[src/hw/rtl/lcs_pkg.sv]
// Shared types and constants for the line column span block.
`timescale 1ns / 1ps
package lcs_pkg;

  localparam int COORD_BITS = 16;
  // quotient magnitude bits: |floor(y)| stays below 2^(COORD_BITS+1)
  localparam int QUOT_BITS  = COORD_BITS + 1;
  localparam int QUOT_SBITS = QUOT_BITS + 1;
  // denominator 2*dx
  localparam int DEN_BITS   = COORD_BITS + 2;
  // numerator (2*ay+1)*dx + dy*t, signed
  localparam int NUM_BITS   = 2 * COORD_BITS + 4;
  localparam int BASE_BITS  = 2 * COORD_BITS + 2;
  localparam int T_BITS     = COORD_BITS + 3;
  localparam int D_BITS     = COORD_BITS + 1;

  typedef logic signed [COORD_BITS-1:0] coord_t;

  typedef enum logic [1:0] {
    REG_START_X,
    REG_START_Y,
    REG_END_X,
    REG_END_Y
  } reg_idx_e;

  // per-item side data carried alongside the dividers
  typedef struct packed {
    logic   in_range;
    logic   vert;
    coord_t ylo;
    coord_t yhi;
    coord_t py;
  } meta_t;

endpackage

[src/hw/rtl/lcs_fdiv.sv]
// Pipelined floor divider, one quotient bit per stage, positive divisor.
`timescale 1ns / 1ps
module lcs_fdiv import lcs_pkg::*; (
  input  logic                         clk_i,
  input  logic                         en_i,
  input  logic [NUM_BITS-2:0]          mag_i,   // N, or ~N when N < 0
  input  logic                         neg_i,
  input  logic [DEN_BITS-1:0]          den_i,
  output logic signed [QUOT_SBITS-1:0] quot_o
);

  logic [DEN_BITS-1:0]  rem_q [QUOT_BITS+1];
  logic [QUOT_BITS-1:0] num_q [QUOT_BITS+1];
  logic [QUOT_BITS-1:0] qt_q  [QUOT_BITS+1];
  logic [DEN_BITS-1:0]  den_q [QUOT_BITS+1];
  logic                 neg_q [QUOT_BITS+1];

  always_ff @(posedge clk_i) begin
    if (en_i) begin
      rem_q[0] <= mag_i[NUM_BITS-2:QUOT_BITS];
      num_q[0] <= mag_i[QUOT_BITS-1:0];
      qt_q[0]  <= '0;
      den_q[0] <= den_i;
      neg_q[0] <= neg_i;
    end
  end

  for (genvar k = 0; k < QUOT_BITS; k++) begin : g_step
    logic [DEN_BITS:0]   trial;
    logic                take;
    logic [DEN_BITS-1:0] rem_d;

    always_comb begin
      trial = {rem_q[k], num_q[k][QUOT_BITS-1]};
      take  = (trial >= {1'b0, den_q[k]});
      rem_d = take ? DEN_BITS'(trial - {1'b0, den_q[k]}) : trial[DEN_BITS-1:0];
    end

    always_ff @(posedge clk_i) begin
      if (en_i) begin
        rem_q[k+1] <= rem_d;
        num_q[k+1] <= {num_q[k][QUOT_BITS-2:0], 1'b0};
        qt_q[k+1]  <= {qt_q[k][QUOT_BITS-2:0], take};
        den_q[k+1] <= den_q[k];
        neg_q[k+1] <= neg_q[k];
      end
    end
  end

  // floor(N/D) = ~floor(~N/D) for negative N
  assign quot_o = neg_q[QUOT_BITS] ? ~{1'b0, qt_q[QUOT_BITS]} : {1'b0, qt_q[QUOT_BITS]};

endmodule

[config.mk]
export PLATFORM = sky130hd
export DESIGN_NAME = lcs_fdiv
export DESIGN_NICKNAME = d
export VERILOG_FILES = /design/src/hw/rtl/lcs_pkg.sv /design/src/hw/rtl/lcs_fdiv.sv
export SDC_FILE = /design/constraint.sdc
export NUM_CORES = 1
export LEC_CHECK = 0
export BUFFER_PORTS_ARGS = -buffer_cell sky130_fd_sc_hd__buf_2
export CAP_MARGIN = 40
export CORE_MARGIN = 2
export CORE_UTILIZATION = 57
export DETAILED_ROUTE_END_ITERATION = 16
export PLACE_DENSITY = 0.76
export SYNTH_ARGS = -nofsm -noshare
export SYNTH_HDL_FRONTEND = slang
export SYNTH_SLANG_ARGS = --single-unit
[constraint.sdc]
create_clock -name clk_i -period 3.3 [get_ports clk_i]
set_input_delay 0 -clock clk_i [delete_from_list [all_inputs] [get_ports clk_i]]
set_output_delay 0 -clock clk_i [all_outputs]
set_load 0.05 [all_outputs]
; ---- After elaboration in Yosys (flattened, before gate mapping)
; Memories as Yosys holds them, arrays and structs flattened.
; Cells that the tools add are included.
[word_totals]
ff_bits = 0
ramBits = 1278
inputBits = 56
n_memories = 5
[op_classes]
n_addsub = 17
order_cmp = 17
muxes = 20
bitwise = 1
[memory_table]
columns = name, words, word_bits, rd, rd_ports_with_merged_regs, wr, line
row1 = den_q, 18, 18, 17, 0, 18, lcs_fdiv.sv:15  ; logic [DEN_BITS-1:0] den_q [QUOT_BITS+1];
row2 = rem_q, 18, 18, 17, 0, 18, lcs_fdiv.sv:12  ; logic [DEN_BITS-1:0] rem_q [QUOT_BITS+1];
row3 = num_q, 18, 17, 17, 0, 18, lcs_fdiv.sv:13  ; logic [QUOT_BITS-1:0] num_q [QUOT_BITS+1];
row4 = qt_q, 18, 17, 18, 0, 18, lcs_fdiv.sv:14  ; logic [QUOT_BITS-1:0] qt_q [QUOT_BITS+1];
row5 = neg_q, 18, 1, 18, 0, 18, lcs_fdiv.sv:16  ; logic neg_q [QUOT_BITS+1];
[op_table]
columns = operator, n
row1 = $mux W18, 18
row2 = $ge A19 B18 Y1, 17
row3 = $sub A18 B18 Y18, 17
row4 = $not A17 Y18, 1
row5 = $mux W1, 2

; ---- Longest topological paths before layout
; Gate-level depths: netlist of the first run.
[logic_depth]
word_depth = 2
ltp_mapped = 13
depth_no_buf = 12

; ---- Least setup slack after synthesis of the first run
; No wires, ideal clock.
[synth_path]
path_kind = reg-to-reg
from = memory rem_q[8][5] in the netlist's numbering
to = memory rem_q[9][10] in the netlist's numbering (data pin)
setup_ns = 0.260
t_arrival_ns = 2.861
required_ns = 3.040
slack_ns = 0.178
stages_incl_launch_ff = 12
period_less_slack_ns = 3.122
cell_sequence = edfxtp_1 ha_1 and3_1 a221o_1 a31oi_4 o311ai_4 o211ai_2 a21oi_1 or4_1 buf_6 buf_12 mux2_4
[synth_lines]
columns = element, line
row1 = from (decl), lcs_fdiv.sv:12

==> results of run 1 <==
==> what timing repair did <==
action	4_1_cts	5_1_grt
buffers inserted	0	3
hold buffers	56	0
endpoints found under the setup margin	17	89
pin swaps	0	3
gates resized for setup	1	21
endpoints found under the hold margin	102	0
==> synthesized netlist by cell type, drive strengths merged (8+ instances only) <==
cell	number	area share [%]
a211o	8	0.15
a211oi	42	0.68
a21o	100	1.6
a21oi	298	3.2
a221o	10	0.22
a311oi	9	0.17
a31o	8	0.15
a31oi	27	0.40
and3	24	0.32
buf	11	0.17
clkbuf	48	0.39
edfxtp	936	61
fa	16	0.69
ha	306	8.3
inv	385	3.1
mux2	134	3.3
mux2i	11	0.24
nand2	216	1.7
nand2b	22	0.30
nand3	59	0.64
nand4	31	0.42
nor2	191	1.5
nor2b	25	0.34
nor3	44	0.49
nor4	11	0.18
o211ai	14	0.24
o21a	41	0.66
o21ai	214	2.3
o21bai	18	0.29
o311ai	10	0.23
o31ai	32	0.53
or3	9	0.12
xnor2	122	2.3
xor2	115	2.2
==> worst reg2reg max path: cells and delay by family, from the launching register on <==
family / cells / cell delay [ns]
buf+inv: 2 / 0.31
fa+ha+maj: 1 / 0.30
flops: 1 / 0.42
mux: 1 / 0.36
compound gates: 5 / 1.27
simple gates: 2 / 0.32
==> cell type report <==
cell class	count	area [um2]
Sequential cell	936	28100
Fill cell	5783	27800
Multi-Input combinational cell	2266	16700
Clock buffer	115	2540
Timing Repair Buffer	215	1780
Inverter	385	1450
Tap cell	1060	1330
Clock inverter	69	833
==> state kept, by name, summed over array words and instances (netlist names) <==
signal / cells
num_q: 153
qt_q: 153
neg_q: 18
rem_q: 306
den_q: 306
==> layer usage <==
layer	wire [um]	share of wire (%)	global-route usage [%]	vias to the layer above
li1	-	-	-	14076
met1	38700	44	28.2	13578
met2	41800	48	35.2	782
met3	4730	5.4	3.27	171
met4	2590	2.9	7.53	0
met5	0	0	0	-
==> layout by cell type, fill, tap and decap left out, types with 115 or more instances in the layout <==
cell type,Yosys,final
inv_1,385,385
xnor2_1,122,122
edfxtp_1,936,936
ha_1,306,306
xor2_1,115,115
nand2_1,216,216
nor2_1,191,191
a21oi_1,298,294
mux2_2,126,126
o21ai_0,203,199
==> worst paths after layout <==
path | start | endpoint | slack, ns | cells after the start
max | den_q[0][2] | rem_q[1][3] | 0.07 | 11
min | mag_i[22] | rem_q[0][5] | 0.04 | 2
max reg2reg | den_q[0][2] | rem_q[1][3] | 0.07 | 11
min reg2reg | qt_q[12][4] | qt_q[13][5] | 0.42 | 0
==> logic make-up (layout without fill, tap and decap cells) <==
logic type	Yosys count	count (layout)	share of synthesized area, %
AO/OA/AOI/OAI	888	888	12.0
XOR/XNOR	237	237	4.47
adder cells (fa/ha/maj)	322	322	8.94
buffers and inverters	444	784	3.67
flip-flops	936	936	60.6
multiplexers	145	145	3.55
AND/OR/NAND/NOR	674	674	6.78
==> where the power goes <==
part	leakage, nW	total [mW]	internal (mW)	switching (mW)
clock	1.63	11.4	6.80	4.61
sequential	9.14	18.2	16.8	1.40
combinational	10.2	19.9	9.06	10.8
==> metrics by stage <==
step                hold WS [ns]  utilization, %
global route              0.0259            65.5
finish                    0.0374            65.5
global placement           0.176            60.5
floorplan                 0.0989               -
CTS                      0.00299            65.4
detailed placement         0.178            60.5
==> metrics.txt, run 1 <==
status finished, final reports clean; cell area power density 939 nW/um2; layout cells sized above 1 12.3%; number of hold violations in the final report 0; crit path time final 3.23 ns; total CTS buffers 98; Starting Density between 50% and 60%; Final nets 4280; worst setup margin 0.0706 ns; Syn Std Cell Area roughly 46000 um2; gpl congestion ~0.94; Setup crit start kind flop; DP Worst Slack -0.0279 ns; wire length per cell 17.4 um; Area after DPL 48700 um2; Port Buffer Count 73; Buf/Inv on CP 2; clock root cell clkbuf_16; slowest CP cell edfxtp_1; initial DRC count 2166; unrepaired setup endpoints after global routing false; number of global-route vias before repair roughly 28000; initial antenna violation count 0; Setup-failing EPs final 0; CTS H-tree depth 3; die height 289 um; CTS tree yes; CP max stage delay roughly 0.42 ns; Fin Setup TNS 0 ns; Final Max Slew Viols 0; ys async rst share 0%; Vias/cell about 5.7; Area Overhead vs Synth 13.8%; Cell Rows 104; Clock transition at path regs about 0.060 ns; design area ~53000 um2; VDD IR max 0.618 mV; clock buffer depth 3; Max-slew headroom 51.5%; placed cells 4803; top_reg_cell synth edfxtp_1; largest net degree at the start of global routing 111; # clock sinks 936; sequential area share after synthesis 60.6%; Ports 74; Chip Width about 290 um; required time of the critical path 3.71 ns; Synth Warn # 0; DP HPWL just over 60 mm; CP cell instances inv_1 > ha_1 > o21ai_0 > a21oi_1 > o21ai_2 > o21ai_1 > a211oi_2 > nor2b_1 > nor4_4 > buf_12 > mux2_2; overall routing resource usage 21.1%; GR Overflow Total 0; WS Path Type reg -> reg; clk_lat worst skew 0.66 ns; Syn Area/Cell 12.7 um2; non-filler cells, final ~5000; Core ar. 80500 um2; via count roughly 29000; final worst-path cycle share 97.9%; crit path max fanout 19; Leak between 20 and 25 nW; Pre-antenna DRT Iters 5; max-cap viol count 0; syn_nets a little over 4000; Top delay family on crit path compound AO/OA/AOI/OAI gates; EDFF count, synth 936; DRC viols 0; clk_skew approximately 0.025 ns; Tot Pwr 49.5 mW; cell count after synthesis 3646; type of destination of the critical path flop; post-route ant nets 0; first-pass GRT wire length 142 mm; Max Clock Freq 310 MHz; Worst Hold Class in -> reg; Slew @ Worst Pin 0.719 ns; #FFs+latches synth 936; WP data arrival 3.63 ns; die area 83700 um2; number of diodes 0; Synth cell types 79; final wirelength 87.8 mm
Note: power is estimated with default switching activity, not from simulation.
==> run 2, diff against run 1 <==
--- a/config.mk
+++ b/config.mk
@@ -8,9 +8,9 @@
 export BUFFER_PORTS_ARGS = -buffer_cell sky130_fd_sc_hd__buf_2
 export CAP_MARGIN = 40
 export CORE_MARGIN = 2
-export CORE_UTILIZATION = 57
+export CORE_UTILIZATION = 50
 export DETAILED_ROUTE_END_ITERATION = 16
-export PLACE_DENSITY = 0.76
+export PLACE_DENSITY = 0.68
 export SYNTH_ARGS = -nofsm -noshare
 export SYNTH_HDL_FRONTEND = slang
 export SYNTH_SLANG_ARGS = --single-unit
==> run 2 against run 1 <==
Against the previous run:
- register-to-register slack improved by 0.02 ns
- worst hold slack improved by 0.0037 ns
- design area is 1.6% higher
- via count decreased by 0.31%
- clock skew increased by 0.012 ns
- routed wire length fell by 0.37%
- critical endpoint is now rem_q[1][16]
==> metrics.txt, run 2 (synthesis gave the netlist of run 1 again) <==
Slew @ Worst Pin 0.762 ns; via count 28518; GR Overflow Total 0; Final Max Slew Viols 0; number of global-route vias before repair roughly 28000; number of hold violations in the final report 0; Cell Rows between 100 and 150; Max Clock Freq 312 MHz; status finished, final reports clean; Net Sw Frac 33.8%; first-pass GRT wire length 143 mm; wire length per cell 16.5 um; gr busiest metal met2; WS Path Type reg -> reg; Sw Pwr 16.8 mW; Fin Setup TNS 0 ns; clock buffer depth 3; type of destination of the critical path flop; clk_skew 0.0367 ns; Chip Width 309 um; Clock transition at path regs ~0.06 ns; Worst Hold Class in -> reg; Buf/Inv on CP 1; Largest regs den_q (306), rem_q (306); overall routing resource usage a little under a fifth; worst hold margin 0.0411 ns; gpl congestion 0.929; most frequent cells in the layout edfxtp_1 (936), inv_1 (385), ha_1 (303); die height 309 um; final wirelength 87.5 mm; cell mode on critical path o21ai_1; met1 usage 24.3%; die area 95200 um2; initial DRC count 1753; CTS tree yes; Area Overhead vs Synth 15.6%; layout cells sized above 1 around an eighth; DP HPWL 61.3 mm; Setup-failing EPs final 0; FF-to-FF setup slack 0.09 ns; Setup crit start kind flop; required time of the critical path between 3 and 4 ns; Leak ~21 nW; Vias/cell around 5.4; Area after DPL 49000 um2; # clock sinks 936; slowest CP cell edfxtp_1; commonest non-fill, non-tap cell in the layout edfxtp_1; DRC viols 0; Ports 74; post-route ant nets 0; Top delay family on crit path compound AO/OA/AOI/OAI gates; Seq pwr share 36.7%; Max-slew headroom 49.2%; clock root cell clkbuf_16; total CTS buffers roughly 100; Comb power frac 39.9%; Final nets 4336; Pre-antenna DRT Iters 5; crit path time final about 3.2 ns; initial antenna violation count 0; WP data arrival ~3.6 ns; Port Buffer Count 73; Clock power frac 23.4%; design area 53600 um2; max-cap viol count 0; internal power ~33 mW; final worst-path cycle share 97.2%; unrepaired setup endpoints after global routing true; CTS H-tree depth 3; CP max stage delay 0.41 ns; CP cell instances ha_1 > o21ai_0 > a21oi_1 > o21ai_1 > o21ai_1 > a211oi_2 > nor2b_1 > nor4_4 > buf_12 > mux2_2; VDD IR max just over 0.5 mV; Fillers 7281; M2 GR Usage 31.2%; clk_lat worst skew 0.70 ns; largest net degree at the start of global routing 83; Core ar. 91800 um2; Starting Density between 50% and 60%; crit path max fanout 19; met3 Use GR under 10%; cell area power density 925 nW/um2
run 2: final cells by class:
cell class                 count  area (um2)  area share (%)
timing repair buffer         268        2320            4.32
clock inverter                79         835            1.56
antenna                        1        2.50         0.00467
sequential                   936       28100            52.4
tap                         1243        1560            2.90
multi-input combinational   2266       16700            31.2
clock buffer                 112        2610            4.87
inverter                     385        1450            2.70
run 2: routing by layer:
layer,vias up,wire length [um]
met5,-,0
met2,650,41500
met4,0,3120
met3,199,4060
li1,14178,-
met1,13491,38800
run 2: metrics by stage:
step	setup WS (ns)	utilization (%)	std cells	power (mW)
after floorplan	0.178	-	3646	32.6
after global placement	0.0605	53.4	4992	37.3
after detailed placement	0.00379	53.4	4992	37.7
after CTS	0.0481	58.3	5284	49.6
after global routing	-0.0208	58.4	5289	52.9
final	0.0935	58.4	5290	49.6
run 2: path summary, 6_finish.rpt:
| check | start | end | cells after the start |
|---|---|---|---|
| worst min-delay path | mag_i[5] | num_q[0][5] | 2 |
| worst max register to register | rem_q[0][1] | rem_q[1][16] | 10 |
| worst max-delay path | rem_q[0][1] | rem_q[1][16] | 10 |
| worst min register to register | num_q[4][9] | num_q[5][10] | 0 |
run 2: worst register-to-register path, cell delays in order, from the launching register on:
cell      delay (ns)
edfxtp_1        0.41
ha_1            0.40
o21ai_0         0.19
a21oi_1         0.09
o21ai_1         0.30
o21ai_1         0.26
a211oi_2        0.36
nor2b_1         0.13
nor4_4          0.21
buf_12          0.22
mux2_2          0.36
run 2: what timing repair did:
| action | in CTS | in global routing |
|---|---|---|
| resized for setup | 1 | 21 |
| setup endpoints to repair | 10 | 39 |
| buffers inserted | 0 | 5 |
| pin swaps | 0 | 3 |
| hold buffers | 101 | 0 |
| endpoints found under the hold margin | 110 | 0 |
| gates cloned | 0 | 0 |
run 2: power groups by stage:
| stage | sequential, mW | combinational (mW) | clock [mW] |
|---|---|---|---|
| finish | 18.2 | 19.8 | 11.6 |
| global placement | 18.5 | 18.9 | 0 |
| global route | 18.5 | 22.1 | 12.3 |
| detailed placement | 18.5 | 19.2 | 0 |
| floorplan | 17.8 | 14.8 | 0 |
| CTS | 18.2 | 19.5 | 11.9 |
